**config.mk**
```make
export PLATFORM = sky130hd
export DESIGN_NAME = first_fit_allocator_nur_eviction
export DESIGN_NICKNAME = d
export VERILOG_FILES = /design/src/rtl/ffa_pkg.sv /design/src/rtl/ffa_ram.sv /design/src/rtl/first_fit_allocator_nur_eviction.sv
export SDC_FILE = /design/constraint.sdc
export NUM_CORES = 1
export LEC_CHECK = 0
export BUFFER_PORTS_ARGS = -buffer_cell sky130_fd_sc_hd__buf_2
export CAP_MARGIN = 15
export CORE_MARGIN = 4
export CORE_UTILIZATION = 56
export DETAILED_ROUTE_END_ITERATION = 8
export PLACE_DENSITY_LB_ADDON = 0.3
export SYNTH_ARGS = -nofsm -noshare
export SYNTH_HDL_FRONTEND = slang
export SYNTH_SLANG_ARGS = --single-unit
```
**constraint.sdc**
```tcl
create_clock -name i_clk -period 6.15 [get_ports i_clk]
set_input_delay 1.23 -clock i_clk [delete_from_list [all_inputs] [get_ports i_clk]]
set_output_delay 1.23 -clock i_clk [all_outputs]
set_load 0.03 [all_outputs]
```
**src/rtl/ffa_pkg.sv**
```systemverilog
`default_nettype none
package ffa_pkg;
    localparam logic [1:0] FUNC_ALLOC  = 2'd0;
    localparam logic [1:0] FUNC_TICK   = 2'd1;
    localparam logic [1:0] FUNC_TOG_R  = 2'd2;
    localparam logic [1:0] FUNC_TOG_M  = 2'd3;

    localparam logic [2:0] KIND_PLACED  = 3'd0;
    localparam logic [2:0] KIND_FAILED  = 3'd1;
    localparam logic [2:0] KIND_EVICTED = 3'd2;
    localparam logic [2:0] KIND_DONE    = 3'd3;
    localparam logic [2:0] KIND_ABSENT  = 3'd4;

    localparam int ROW_W = 8 + 16 + 1 + 1;

    typedef struct packed {
        logic [7:0]  owner;
        logic [15:0] size;
        logic        ref_b;
        logic        mod_b;
    } t_row;
endpackage
`default_nettype wire

```
**src/rtl/ffa_ram.sv**
```systemverilog
`default_nettype none
module ffa_ram #(
    parameter int WIDTH = 8,
    parameter int DEPTH = 16
) (
    input  wire logic                     i_clk,
    input  wire logic                     i_we,
    input  wire logic [$clog2(DEPTH)-1:0] i_waddr,
    input  wire logic [WIDTH-1:0]         i_wdata,
    input  wire logic [$clog2(DEPTH)-1:0] i_raddr,
    output logic      [WIDTH-1:0]         o_rdata
);
    logic [WIDTH-1:0] r_mem [DEPTH];

    always_ff @(posedge i_clk) begin
        if (i_we) begin
            r_mem[i_waddr] <= i_wdata;
        end
        o_rdata <= r_mem[i_raddr];
    end
endmodule
`default_nettype wire

```
**src/rtl/first_fit_allocator_nur_eviction.sv**
```systemverilog
// Channel   | Ports                                          | Direction
// ----------+------------------------------------------------+----------
// command   | i_start, o_busy, i_func, i_proc_id, i_req_size | in
// result    | o_valid, o_kind, o_out_id, o_seg_start,        | out
//           | o_nur_class, o_last                            |
// config    | i_cfg_we, i_cfg_wdata                          | in
// A command is taken when i_start is high and o_busy is low; one item at a time.
// Each table pass reads one row per cycle from the row memory: a toggle makes
// one pass to find the owner, a tick one pass over all residents, and an allocate
// a scan, a shift and a sum pass for each eviction until the request fits or none remain.
// Reset clears the count and the free base; the row memory is not cleared.
// Results last one cycle each and cannot be stalled.
`default_nettype none
module first_fit_allocator_nur_eviction
    import ffa_pkg::*;
#(
    parameter int MAX_SEGMENTS = 16
) (
    input  wire logic        i_clk,
    input  wire logic        i_rst_n,
    input  wire logic        i_start,
    output logic             o_busy,
    input  wire logic [1:0]  i_func,
    input  wire logic [7:0]  i_proc_id,
    input  wire logic [15:0] i_req_size,
    input  wire logic        i_cfg_we,
    input  wire logic [15:0] i_cfg_wdata,
    output logic             o_valid,
    output logic [2:0]       o_kind,
    output logic [7:0]       o_out_id,
    output logic [15:0]      o_seg_start,
    output logic [1:0]       o_nur_class,
    output logic             o_last
);
    localparam int AW = $clog2(MAX_SEGMENTS);
    localparam int CW = $clog2(MAX_SEGMENTS + 1);

    localparam logic [3:0] S_IDLE  = 4'd0;
    localparam logic [3:0] S_DEC   = 4'd1;
    localparam logic [3:0] S_SCAN  = 4'd2;
    localparam logic [3:0] S_EVRD  = 4'd3;
    localparam logic [3:0] S_EVOUT = 4'd4;
    localparam logic [3:0] S_SHIFT = 4'd5;
    localparam logic [3:0] S_SUM   = 4'd6;
    localparam logic [3:0] S_TICK  = 4'd7;
    localparam logic [3:0] S_FIND  = 4'd8;
    localparam logic [3:0] S_TOGW  = 4'd9;

    logic [3:0]  r_state, n_state;
    logic [15:0] r_msize;
    logic [CW-1:0] r_count, n_count;
    logic [15:0] r_free, n_free;
    logic [1:0]  r_func;
    logic [7:0]  r_id;
    logic [15:0] r_size;
    logic [CW-1:0] r_idx, n_idx;
    logic        r_rdv, n_rdv;
    logic [AW-1:0] r_vic, n_vic;
    logic [1:0]  r_vcls, n_vcls;
    logic        r_found, n_found;

    logic        we;
    logic [AW-1:0] waddr, raddr;
    t_row        wrow, rrow;

    ffa_ram #(.WIDTH(ROW_W), .DEPTH(MAX_SEGMENTS)) u_rows (
        .i_clk(i_clk), .i_we(we), .i_waddr(waddr), .i_wdata(wrow),
        .i_raddr(raddr), .o_rdata(rrow)
    );

    logic [15:0] room;
    logic        fits;
    logic [CW-1:0] prev;
    logic [1:0]  rcls;

    assign room = (r_msize >= r_free) ? r_msize - r_free : 16'd0;
    assign fits = (r_count < CW'(MAX_SEGMENTS)) && (r_size <= room);
    assign prev = r_idx - CW'(1);
    assign rcls = {rrow.ref_b, rrow.mod_b};
    assign o_busy = (r_state != S_IDLE);

    always_comb begin
        n_state = r_state; n_count = r_count; n_free = r_free; n_idx = r_idx;
        n_rdv = 1'b0; n_vic = r_vic; n_vcls = r_vcls; n_found = r_found;
        we = 1'b0; waddr = '0; wrow = rrow; raddr = r_idx[AW-1:0];
        o_valid = 1'b0; o_kind = KIND_DONE; o_out_id = '0; o_seg_start = '0;
        o_nur_class = '0; o_last = 1'b0;
        unique case (r_state)
            S_IDLE: begin
                if (i_start) begin
                    n_state = S_DEC;
                end
            end
            S_DEC: begin
                n_idx = '0; n_found = 1'b0; n_vcls = 2'd3; n_vic = '0;
                if (r_func == FUNC_ALLOC) begin
                    if (fits) begin
                        we = 1'b1; waddr = r_count[AW-1:0];
                        wrow = '{owner: r_id, size: r_size, ref_b: 1'b1, mod_b: 1'b1};
                        n_count = r_count + CW'(1); n_free = r_free + r_size;
                        o_valid = 1'b1; o_kind = KIND_PLACED; o_out_id = r_id;
                        o_seg_start = r_free; o_last = 1'b1; n_state = S_IDLE;
                    end else if (r_count == '0) begin
                        o_valid = 1'b1; o_kind = KIND_FAILED; o_out_id = r_id;
                        o_last = 1'b1; n_state = S_IDLE;
                    end else begin
                        n_state = S_SCAN;
                    end
                end else if (r_func == FUNC_TICK) begin
                    n_state = S_TICK;
                end else begin
                    n_state = S_FIND;
                end
            end
            S_SCAN: begin
                // Read row r_idx, examine row r_idx-1 when valid.
                if (r_rdv && (!r_found || rcls < r_vcls)) begin
                    n_found = 1'b1; n_vcls = rcls; n_vic = prev[AW-1:0];
                end
                if (r_idx == r_count) begin
                    n_state = S_EVRD;
                end else begin
                    n_idx = r_idx + CW'(1); n_rdv = 1'b1;
                end
            end
            S_EVRD: begin
                raddr = r_vic; n_state = S_EVOUT;
            end
            S_EVOUT: begin
                o_valid = 1'b1; o_kind = KIND_EVICTED; o_out_id = rrow.owner;
                o_nur_class = rcls;
                n_idx = CW'(r_vic) + CW'(1);
                raddr = n_idx[AW-1:0];
                n_state = S_SHIFT;
            end
            S_SHIFT: begin
                // Row r_idx is being read; copy it down into r_idx-1.
                if (r_idx >= r_count) begin
                    n_count = r_count - CW'(1); n_idx = '0; n_free = '0;
                    n_state = S_SUM;
                end else begin
                    we = 1'b1; waddr = prev[AW-1:0]; wrow = rrow;
                    n_idx = r_idx + CW'(1); raddr = n_idx[AW-1:0];
                end
            end
            S_SUM: begin
                if (r_rdv) begin
                    n_free = r_free + rrow.size;
                end
                if (r_idx == r_count) begin
                    n_state = S_DEC;
                end else begin
                    n_idx = r_idx + CW'(1); n_rdv = 1'b1;
                end
            end
            S_TICK: begin
                if (r_rdv) begin
                    we = 1'b1; waddr = prev[AW-1:0];
                    wrow = '{owner: rrow.owner, size: rrow.size,
                             ref_b: ~rrow.ref_b, mod_b: ~rrow.mod_b};
                end
                if (r_idx == r_count) begin
                    o_valid = 1'b1; o_kind = KIND_DONE; o_last = 1'b1;
                    n_state = S_IDLE;
                end else begin
                    n_idx = r_idx + CW'(1); n_rdv = 1'b1;
                end
            end
            S_FIND: begin
                if (r_rdv && rrow.owner == r_id) begin
                    n_vic = prev[AW-1:0]; raddr = prev[AW-1:0];
                    n_state = S_TOGW;
                end else if (r_idx == r_count) begin
                    o_valid = 1'b1; o_kind = KIND_ABSENT; o_out_id = r_id;
                    o_last = 1'b1; n_state = S_IDLE;
                end else begin
                    n_idx = r_idx + CW'(1); n_rdv = 1'b1;
                end
            end
            S_TOGW: begin
                we = 1'b1; waddr = r_vic; wrow = rrow;
                if (r_func == FUNC_TOG_R) begin
                    wrow.ref_b = ~rrow.ref_b;
                end else begin
                    wrow.mod_b = ~rrow.mod_b;
                end
                o_valid = 1'b1; o_kind = KIND_DONE; o_out_id = r_id;
                o_nur_class = {wrow.ref_b, wrow.mod_b}; o_last = 1'b1;
                n_state = S_IDLE;
            end
            default: n_state = S_IDLE;
        endcase
    end

    always_ff @(posedge i_clk) begin
        if (!i_rst_n) begin
            r_state <= S_IDLE; r_count <= '0; r_free <= '0; r_msize <= 16'd1024;
            r_rdv <= 1'b0; r_found <= 1'b0;
        end else begin
            r_state <= n_state; r_count <= n_count; r_free <= n_free;
            r_rdv <= n_rdv; r_found <= n_found;
            if (i_cfg_we) begin
                r_msize <= i_cfg_wdata;
            end
        end
    end

    always_ff @(posedge i_clk) begin
        r_idx <= n_idx; r_vic <= n_vic; r_vcls <= n_vcls;
        if (r_state == S_IDLE && i_start) begin
            r_func <= i_func; r_id <= i_proc_id; r_size <= i_req_size;
        end
    end

    a_count_range: assert property (@(posedge i_clk) disable iff (!i_rst_n)
        r_count <= CW'(MAX_SEGMENTS)) else $error("resident count overflow");
    a_last_idle: assert property (@(posedge i_clk) disable iff (!i_rst_n)
        (o_valid && o_last) |=> (r_state == S_IDLE)) else $error("busy after last");
    a_evict_more: assert property (@(posedge i_clk) disable iff (!i_rst_n)
        (o_valid && !o_last) |-> (o_kind == KIND_EVICTED)) else $error("bad non-last");
    a_start_idle: assert property (@(posedge i_clk) disable iff (!i_rst_n)
        (r_state == S_IDLE) |-> !o_valid) else $error("result while idle");
endmodule
`default_nettype wire
```
Word level (Yosys, flattened, before mapping)
Memory sizes are Yosys's and may differ from the RTL's. A register that Yosys moved wholly into a read port is not among the register bits. Index checks and enable logic that the tools add are counted.

Register bits after elaboration: 80. Bits in writable memories: 416. Input port bits: 46. Output and inout bits: 32. Word-level logic and storage cells: 153. Memories kept: 1.

$add $sub $neg: 8. $lt $le $gt $ge: 5. Equality and inequality tests: 23. Muxes and demuxes: 79. Bitwise operators: 2. Reductions and logical operators: 23.

Memories: u_rows.r_mem (depth 16, width 26, read ports 1, clocked after memory_dff 1, wr ports 1, RTL line ffa_ram.sv:13) `logic [WIDTH-1:0] r_mem [DEPTH];`.

Operators with widths (number): $mux 16 (8); $pmux 26 s3 (1); $mux 4 (16); $mux 26 (2); $pmux 16 s3 (1); $mux 8 (5); $pmux 4 s9 (1); $add 16x16->16 (2); $pmux 4 s4 (2); $pmux 8 s4 (1); $mux 5 (6); $pmux 5 s5 (1); $ne 2x2->1 const B (10); $eq 4x3->1 const B (4); $ge 16x16->1 (1); $le 16x16->1 (1); $mux 1 (16); $sub 16x16->16 (1); $mux 2 (7); $pmux 1 s4 (3); $pmux 4 s3 (1); $add 5x1->5 const B (2); $pmux 5 s2 (1); $pmux 3 s3 (1); other kinds (33) (46).

Depth between registers and ports, before layout
Gate-level depths: netlist of the first run.

Depth after elaboration: 9. Mapped depth: 25. Mapped depth without buffers: 23.

Modules after synthesis
From an unflattened synthesis of the first run, not the netlist that was laid out.

Cells, all modules: 1436. Area, all modules: 23008.3 um^2.

By module, submodules not included: ffa_ram (times used 1, cells each 686, area an instance 16377.0 um^2, sequential area each 13012.5 um^2); first_fit_allocator_nur_eviction (times used 1, cells each 750, area an instance 6631.4 um^2, sequential area each 1971.9 um^2).

Worst setup path after synthesis of the first run
No wires, ideal clock.

Path kind: reg2reg. Start: reg r_free[0]. End: mem u_rows.r_mem[14][0] (netlist bit) (enable). Library setup time: 409 ps. Arrival: 6033 ps. Data required time: 5741 ps. Setup slack: -292 ps. Cell stages (with the launch flop): 25. Buffers on the path: 2. Period minus slack after synthesis: 6442 ps. Path through: dfxtp_1 -> ha_1 -> inv_1 -> fa_1 -> a21o_1 -> a21oi_1 -> nor2b_1 -> o41a_1 -> a211o_1 -> a21oi_1 -> o211ai_1 -> a21o_1 -> clkbuf_1 -> nand2_1 -> ha_1 -> a21o_1 -> a21o_1 -> a21oi_1 -> o22ai_1 -> o31a_1 -> nor2_1 -> clkbuf_1 -> a222oi_1 -> or2_2 -> nor2_1.

Word-level cells in the longest chain between the ends: 9. Elaborated cells between the ends (all ways): 13.

RTL lines: start: declaration (RTL line first_fit_allocator_nur_eviction.sv:52) `logic [15:0] r_free, n_free;`; start signal: assignment (RTL line first_fit_allocator_nur_eviction.sv:200) `r_state <= n_state; r_count <= n_count; r_free <= n_free;`; $sub 16x16->16 or $ge 16x16->1 (tied branches) (RTL line first_fit_allocator_nur_eviction.sv:76) `assign room = (r_msize >= r_free) ? r_msize - r_free : 16'd0;`; $mux 16 (*) (RTL line first_fit_allocator_nur_eviction.sv:76); $le 16x16->1 (*) (RTL line first_fit_allocator_nur_eviction.sv:77) `assign fits = (r_count < CW'(MAX_SEGMENTS)) && (r_size <= room);`; $logic_and 1x1->1 (*) (RTL line first_fit_allocator_nur_eviction.sv:77); $mux 1 (RTL line first_fit_allocator_nur_eviction.sv:97) `if (fits) begin`; $mux 1 (RTL line first_fit_allocator_nur_eviction.sv:96) `if (r_func == FUNC_ALLOC) begin`; $pmux 1 s4 (RTL line first_fit_allocator_nur_eviction.sv:88) `unique case (r_state)`; $mux 1 (RTL line ffa_ram.sv:16) `if (i_we) begin`; $mux 1 (implied by the code) (RTL line ffa_ram.sv:17) `r_mem[i_waddr] <= i_wdata;`; end: declaration (RTL line ffa_ram.sv:13).

Mark *: on every way between the ends. The rest lies on a longest branch, timed or not.

Final worst setup path of the first run
Start: reg r_msize[0]. End: out o_seg_start[1].

Word-level cells in the longest chain between the ends: 7. Elaborated cells between the ends (all ways): 8.

RTL lines: start: declaration (RTL line first_fit_allocator_nur_eviction.sv:50) `logic [15:0] r_msize;`; start signal: assignment (RTL line first_fit_allocator_nur_eviction.sv:203) `r_msize <= i_cfg_wdata;`; $sub 16x16->16 or $ge 16x16->1 (tied branches) (RTL line first_fit_allocator_nur_eviction.sv:76); $mux 16 (*) (RTL line first_fit_allocator_nur_eviction.sv:76); $le 16x16->1 (*) (RTL line first_fit_allocator_nur_eviction.sv:77); $logic_and 1x1->1 (*) (RTL line first_fit_allocator_nur_eviction.sv:77); $mux 16 (*) (RTL line first_fit_allocator_nur_eviction.sv:97); $mux 16 (*) (RTL line first_fit_allocator_nur_eviction.sv:96); $mux 16 (*) (RTL line first_fit_allocator_nur_eviction.sv:88); end: declaration (RTL line first_fit_allocator_nur_eviction.sv:31) `output logic [15:0] o_seg_start,`.

Marked as above.

==> impl_metrics.ini, run 1 <==
[setup_path]
critical_path_arrival_ns = 5.34
reg2reg_from = r_msize[0]
crit_family = compound AO/OA/AOI/OAI gates
critPathBufInv = 10
critPathCaptureType = output port
criticalPathCategory = flop to output port
regToRegSetupSlack_ns = 0.08
startpoint_type = flop
startpoint = r_msize[0]
slowest_delay_ns = 0.42
critical_path_required_ns = 4.92
crit_path_frequent_cell = buf_4
path_max_fanout = 6
slowest_stage = or4_4

[logic_synthesis]
synth_cells = 1748
synth_edf_count = 453
syn_area_per_cell_um2 = 13.49
synth_top_cell_by_area = edfxtp_1
syn_area_um2 = 23580
synthFlopType = edfxtp_1
ys_ff_latch = 522
synth_top_area_frac = 0.5768
netlist_top_cells_area = edfxtp_1, dfxtp_1, mux2i_1
yosysSeqAreaShare = 0.6354
syn_nets = 1857
ys_async_sr_fraction = 0
netlist-cell-type-count = 79
yosysWarnings = 0

[floorplan]
ios = 78
start_util = 0.5724
die_h_um = 213.2
die_area_um2 = 45460
rows = 74
chipWidth_um = 213.2
coreArea_um2 = 41200

[global_routing]
gr-total-overflow = 0
grt_max_degree = 157
track_usage = 0.2449
grt_first_pass_wirelength_um = 85960
grt_pass1_vias = 14910
antenna_found_initial = 1

[cells_and_area]
fin_nets = 2007
seq_area_um2 = 14990
stdcell_count = 2471
design_area_um2 = 27910
area_growth_pct = 18.36
antenna_cells = 0
multi_input_area_um2 = 8381
drive_gt1_frac = 0.2259
fillers = 2762

[detailed_routing]
wl_per_cell_um = 23.64
drt-total-wl_um = 58410
via_count = 15270
drtPass1Iterations = 5
viasPerCell = 6.179
antenna_left = 0
drc_errors = 0
drt_iter0_drc = 1396

[hold_path]
hold_path.class = flop to flop
hold_path.startpoint = r_found

[placed_design]
dp_slack_ns = -0.09574
hpwl_um = 34700
gp_congestion = 0.9588
portBuffers = 77
placed_cells = 2334
place_area_um2 = 25220

[clocking]
cts_made_buffers = 52
path_clk_slew_ns = 0.06
postCtsHoldBufs = 0
clock_latency_ns = 0.60
cts_root_buf = clkbuf_16
htree_levels = 2
cts_tree = yes
clk_path_buf_depth = 3
clkSinkCount = 522

[timing]
fin_ws_ns = -0.4216
slew_headroom = 0.3520
setup_violations = 28
fin_crit_ns = 6.572
fmax_mhz = 152.2
slew_viol_final = 0
whs_ns = 0.4696
final.setup.tns_ns = -9.311
hold_viol = 0
final.setup_skew_ns = 0.03082
finalCritPeriodShare = 1.069
tightest_slew_ns = 0.9696
rsz0062_at_grt = yes

[power_and_ir_drop]
pwr_density_cell_nw_per_um2 = 499.7
peakVddDrop_v = 0.0006188
leakage_uw = 0.01012

[flow_run]
cap_violations = 0

[status]
violations = setup timing
outcome = finished, violations left
flip-flops by register name (all words and copies together), names as in the netlist:
| name | count |
|---|---|
| r_size | 16 |
| r_msize | 16 |
| r_rdv | 1 |
| r_vic | 4 |
| r_free | 16 |
| r_func | 2 |
| r_vcls | 2 |
| r_idx | 5 |
| r_count | 5 |
| r_state | 4 |
| u_rows.o_rdata | 26 |
| r_id | 8 |
| r_found | 1 |
| u_rows.r_mem | 416 |
layer usage:
layer / up-vias / GRT usage / part of all wire
li1: 7001 / - / -
met1: 7566 / 0.3348 / 0.41
met2: 572 / 0.4023 / 0.49
met3: 128 / 0.04599 / 0.072
met4: 2 / 0.07813 / 0.030
met5: - / 0 / 0.00034
final cells by class:
class / count / share of cell area
repair buffers: 187 / 0.07028
flip-flops and latches: 522 / 0.5369
clock inverters: 29 / 0.01233
multi-input cells: 1090 / 0.3002
inverters: 45 / 0.006051
clock buffers: 66 / 0.05038
well taps: 532 / 0.02385
placed cells by master, fill, tap and decap left out, types with 8 or more instances in the layout:
cell type / instances
edfxtp_1: 453
nand2_1: 158
mux2i_1: 123
mux2_2: 91
buf_4: 69
dfxtp_1: 67
clkbuf_16: 63
a31oi_1: 57
a211oi_1: 55
ha_1: 55
buf_2: 50
inv_1: 41
nor2b_1: 39
nor2_1: 38
a21oi_1: 35
and2_0: 35
buf_12: 33
o22ai_1: 30
a221o_1: 28
o21ai_0: 26
and2_1: 23
buf_6: 22
nor3_1: 21
xnor2_1: 21
nand3_1: 18
a21o_1: 18
nor2_4: 18
xor2_1: 17
nand4_1: 13
nand2b_1: 12
nor3_2: 11
clkbuf_1: 11
o21a_1: 9
a22o_1: 9
a22oi_1: 9
a21boi_0: 8
clkinv_2: 8
worst paths after layout:
kind,endpoint,cells after the start
worst min-delay path,r_found,2
worst max-delay path,o_seg_start[1],25
worst min register to register,r_found,2
worst max register to register,u_rows.r_mem[13][8],32
tightest hold or removal path, stage by stage (launching register included):
cell and delay, ns:
dfxtp_1 0.31, nand2_1 0.05, a21boi_0 0.07
report_power, final:
part / switching, uW / internal (uW)
sequential: 322 / 4620
combinational: 3500 / 2250
clock: 1340 / 1920
cells by family after synthesis:
kind of cell,share of synthesized area
buffers and inverters,0.02562
adder cells (fa/ha/maj),0.03438
AND/OR/NAND/NOR,0.09008
XOR/XNOR,0.01448
flip-flops,0.6354
AO/OA/AOI/OAI,0.1044
multiplexers,0.09565
cells in the mapped netlist (3+ instances only):
library cell and count:
a21oi_1 41, a211oi_1 56, mux2_2 91, buf_1 4
buf_4 11, a22o_1 9, a22oi_1 9, a221o_1 28
dfxtp_1 69, or2_2 6, and3_1 6, mux2i_1 123
fa_1 3, xnor2_1 22, nand4_1 13, nor2b_1 41
xor2_1 17, ha_1 60, o22ai_1 31, o21a_1 9
and2_0 35, o2bb2ai_1 5, nor3_1 32, buf_2 27
a31oi_1 57, nand2b_1 13, and2_1 24, a211o_1 3
o211ai_1 3, nor2_1 57, nand3_1 19, o31a_1 5
or3_1 4, a21o_1 18, clkbuf_1 48, o21ai_0 29
inv_1 43, a21boi_0 8, nand2_1 161, edfxtp_1 453
stage by stage:
stage,power [uW],util
6_report,13950,0.6775
5_1_grt,14620,0.6775
4_1_cts,13830,0.6606
3_5_place_dp,10440,0.6122
3_3_place_gp,10320,0.6122
2_1_floorplan,8942,-
what timing repair did:
item	in CTS	in global routing
gates resized for setup	63	42
setup buffers	7	23
gates cloned	0	12
setup endpoints to repair	28	372
pin swaps	26	39
(Power assumes the default switching activity.)
==> run 2: changes to the inputs <==
--- a/config.mk
+++ b/config.mk
@@ -5,10 +5,11 @@
 export SDC_FILE = /design/constraint.sdc
 export NUM_CORES = 1
 export LEC_CHECK = 0
+export ABC_AREA = 1
 export BUFFER_PORTS_ARGS = -buffer_cell sky130_fd_sc_hd__buf_2
 export CAP_MARGIN = 15
 export CORE_MARGIN = 4
-export CORE_UTILIZATION = 56
+export CORE_UTILIZATION = 57
 export DETAILED_ROUTE_END_ITERATION = 8
 export PLACE_DENSITY_LB_ADDON = 0.3
 export SYNTH_ARGS = -nofsm -noshare
==> run 2 against run 1 <==
Net effect:
- the run now ends clean
- register-to-register slack improved by 0.95 ns
- clock power barely moved
- count of clock-buffer cells in the layout rose by 5
==> impl_metrics.ini, run 2 <==
[logic_synthesis]
syn_area_um2 = 25180
ys_ff_latch = 522
syn_nets = 2735
synth_compound_area_frac = 0.04502
synth_xor_area_frac = 0.009044
synthFlopType = edfxtp_1
muxShareOfSynthArea = 0.004423
synthSimpleGateAreaFrac = 0.2441
synth_most_common_cell = nand2_1
netlist_top_cells_area = edfxtp_1, nand2_1, nand3_1
synth_top_family_by_area = simple AND/OR/NAND/NOR gates
yosysSeqAreaShare = 0.5951
synth_common_cells = nand2_1, nand3_1, edfxtp_1
ys_async_sr_fraction = 0
synth_top_area_frac = 0.5403
synth_cells = 2626
syn_area_per_cell_um2 = 9.588
synthAdderAreaFrac = 0.03220
yosysWarnings = 0
synth_edf_count = 453
netlist-cell-type-count = 49
synth_top_cell_by_area = edfxtp_1

[global_routing]
antenna_found_initial = 2
track_usage = 0.2824
gr-total-overflow = 0
grt_pass1_vias = 18730
grt_max_degree = 163
grt_first_pass_wirelength_um = 104600

[cells_and_area]
top_register = u_rows.r_mem
largest_reg_flops = 416
final_common_cell = nand2_1
area_growth_pct = 11.66
fin_util = 0.6484
drive_gt1_frac = 0.1072
antenna_cells = 0
top_regs = u_rows.r_mem (416), u_rows.o_rdata (26)
final_cell_mix = nand2_1, nand3_1, edfxtp_1, inv_1, nor2_1
fin_nets = 2799

[floorplan]
rows = 76
chipWidth_um = 218.2
coreArea_um2 = 43360
die_h_um = 218.2
die_area_um2 = 47600
start_util = 0.5807
ios = 78

[power_and_ir_drop]
switching_share = 0.4397
power_switching_uw = 6850
peakVddDrop_v = 0.0004732
seqPwrFrac = 0.329
p_int_uw = 8728
pwr_density_cell_nw_per_um2 = 554.1
clockPowerShare = 0.207
power_frac_comb = 0.463
leakage_uw = 0.01174

[status]
outcome = finished clean

[setup_path]
criticalPathCategory = flop to output port
rr_worst_depth = 26
slowest_stage = fa_1
path_max_fanout = 6
critPathCaptureType = output port
crit_path_frequent_cell = nand2_1
critical_path_required_ns = 4.92
slowest_delay_ns = 0.40
startpoint_type = flop
critical_path_arrival_ns = 4.65

[detailed_routing]
viasPerCell = 5.782
drtPass1Iterations = 6
via_count = 19190
drt-total-wl_um = 67960
antenna_left = 0
wl_per_cell_um = 20.48
drt_iter0_drc = 2399
drc_errors = 0

[clocking]
clock_latency_ns = 0.62
clk_path_buf_depth = 3
cts_tree = yes
postCtsHoldBufs = 0
cts_setup_buffers = 0
path_clk_slew_ns = 0.06
clkSinkCount = 522
htree_levels = 2
cts_made_buffers = 54
cts_root_buf = clkbuf_16

[timing]
slew_viol_final = 0
hold_viol = 0
fmax_mhz = 170.2
slew_headroom = 0.2540
finalCritPeriodShare = 0.9553
final.setup.tns_ns = 0
tightest_slew_ns = 1.114
fin_crit_ns = 5.875
rsz0062_at_grt = no
final.setup_skew_ns = 0.02894
setup_violations = 0

[hold_path]
hold_path.class = flop to flop
hold_depth = 2

[flow_run]
cap_violations = 0

[placed_design]
portBuffers = 77
gp_congestion = 0.9248
hpwl_um = 40050
==> run 2: changes by cell type in the layout (fill, tap and decap cells not counted), moves of 51 or more <==
cell / before / now
mux2i_1: 123 / 1
inv_1: 41 / 282
mux2_2: 91 / 9
nand2_1: 158 / 669
nor2_1: 38 / 106
a211oi_1: 55 / 2
a31oi_1: 57 / 2
nand3b_1: 1 / 52
nand3_1: 18 / 474
==> run 2: final cells by class <==
cell class              count  area (um^2)
clock buffers              71         1445
clock inverters            29        306.5
fillers                  3395        15250
inverters                 295         1112
multi-input cells        1684         8641
flip-flops and latches    522        14980
well taps                 585        732.0
repair buffers            133        893.4
==> run 2: cells by family (layout without fill, tap and decap cells) <==
logic type               Yosys count  in the layout
AO/OA/AOI/OAI                    202            202
XOR/XNOR                          26             26
adder cells (fa/ha/maj)           63             63
buffers and inverters            420            528
flip-flops                       522            522
multiplexers                      10             10
AND/OR/NAND/NOR                 1383           1383
==> run 2: power by group through the flow <==
stage	logic [uW]	registers [uW]	clock network, uW
finish	7220	5130	3230
global route	8000	5150	3430
CTS	7090	5110	3260
detailed placement	7030	5180	0
global placement	6880	5180	0
floorplan	5170	5010	0
==> run 2: repair_timing <==
| action | in CTS | in global routing |
|---|---|---|
| pin swaps | 0 | 1 |
| resized for setup | 2 | 10 |
| setup endpoints to repair | 9 | 28 |
| cloned | 0 | 0 |
==> run 2: metal layers <==
metal | global-route usage | wire length (um) | vias up
met1 | 0.3863 | 27520 | 8994
met5 | 0 | 0 | -
met2 | 0.4579 | 31510 | 998
met4 | 0.1020 | 2204 | 0
li1 | - | - | 9023
met3 | 0.05117 | 6720 | 175
==> run 2: worst paths after layout <==
check                   from                  end  slack, ns
hold reg to reg   r_msize[0]           r_msize[0]       0.47
hold / removal    r_msize[0]           r_msize[0]       0.47
setup / recovery   r_free[0]              o_valid       0.27
setup reg to reg   r_free[0]  u_rows.r_mem[9][22]       1.03
==> run 2: through the flow <==
| step | total power [uW] | hold slack (ns) | instance area, um^2 | setup WS [ns] | std cells |
|---|---|---|---|---|---|
| floorplan | 10190 | 0.4353 | 25180 | 1.131 | 2626 |
| global placement | 12060 | 0.4500 | 26310 | 0.4867 | 3218 |
| detailed placement | 12210 | 0.4594 | 26310 | 0.3394 | 3218 |
| CTS | 15460 | 0.4661 | 28070 | 0.0006763 | 3318 |
| global route | 16580 | 0.5094 | 28110 | 0.005178 | 3319 |
| finish | 15580 | 0.4681 | 28110 | 0.2749 | 3319 |
==> run 2: worst max-delay path: cells and delay by family (launching register included) <==
family                   cells  cell delay (ns)
adder cells (fa/ha/maj)      3             0.74
buffers and inverters        2             0.24
AO/OA/AOI/OAI                6             0.95
AND/OR/NAND/NOR             14             1.71
flip-flops                   1             0.38
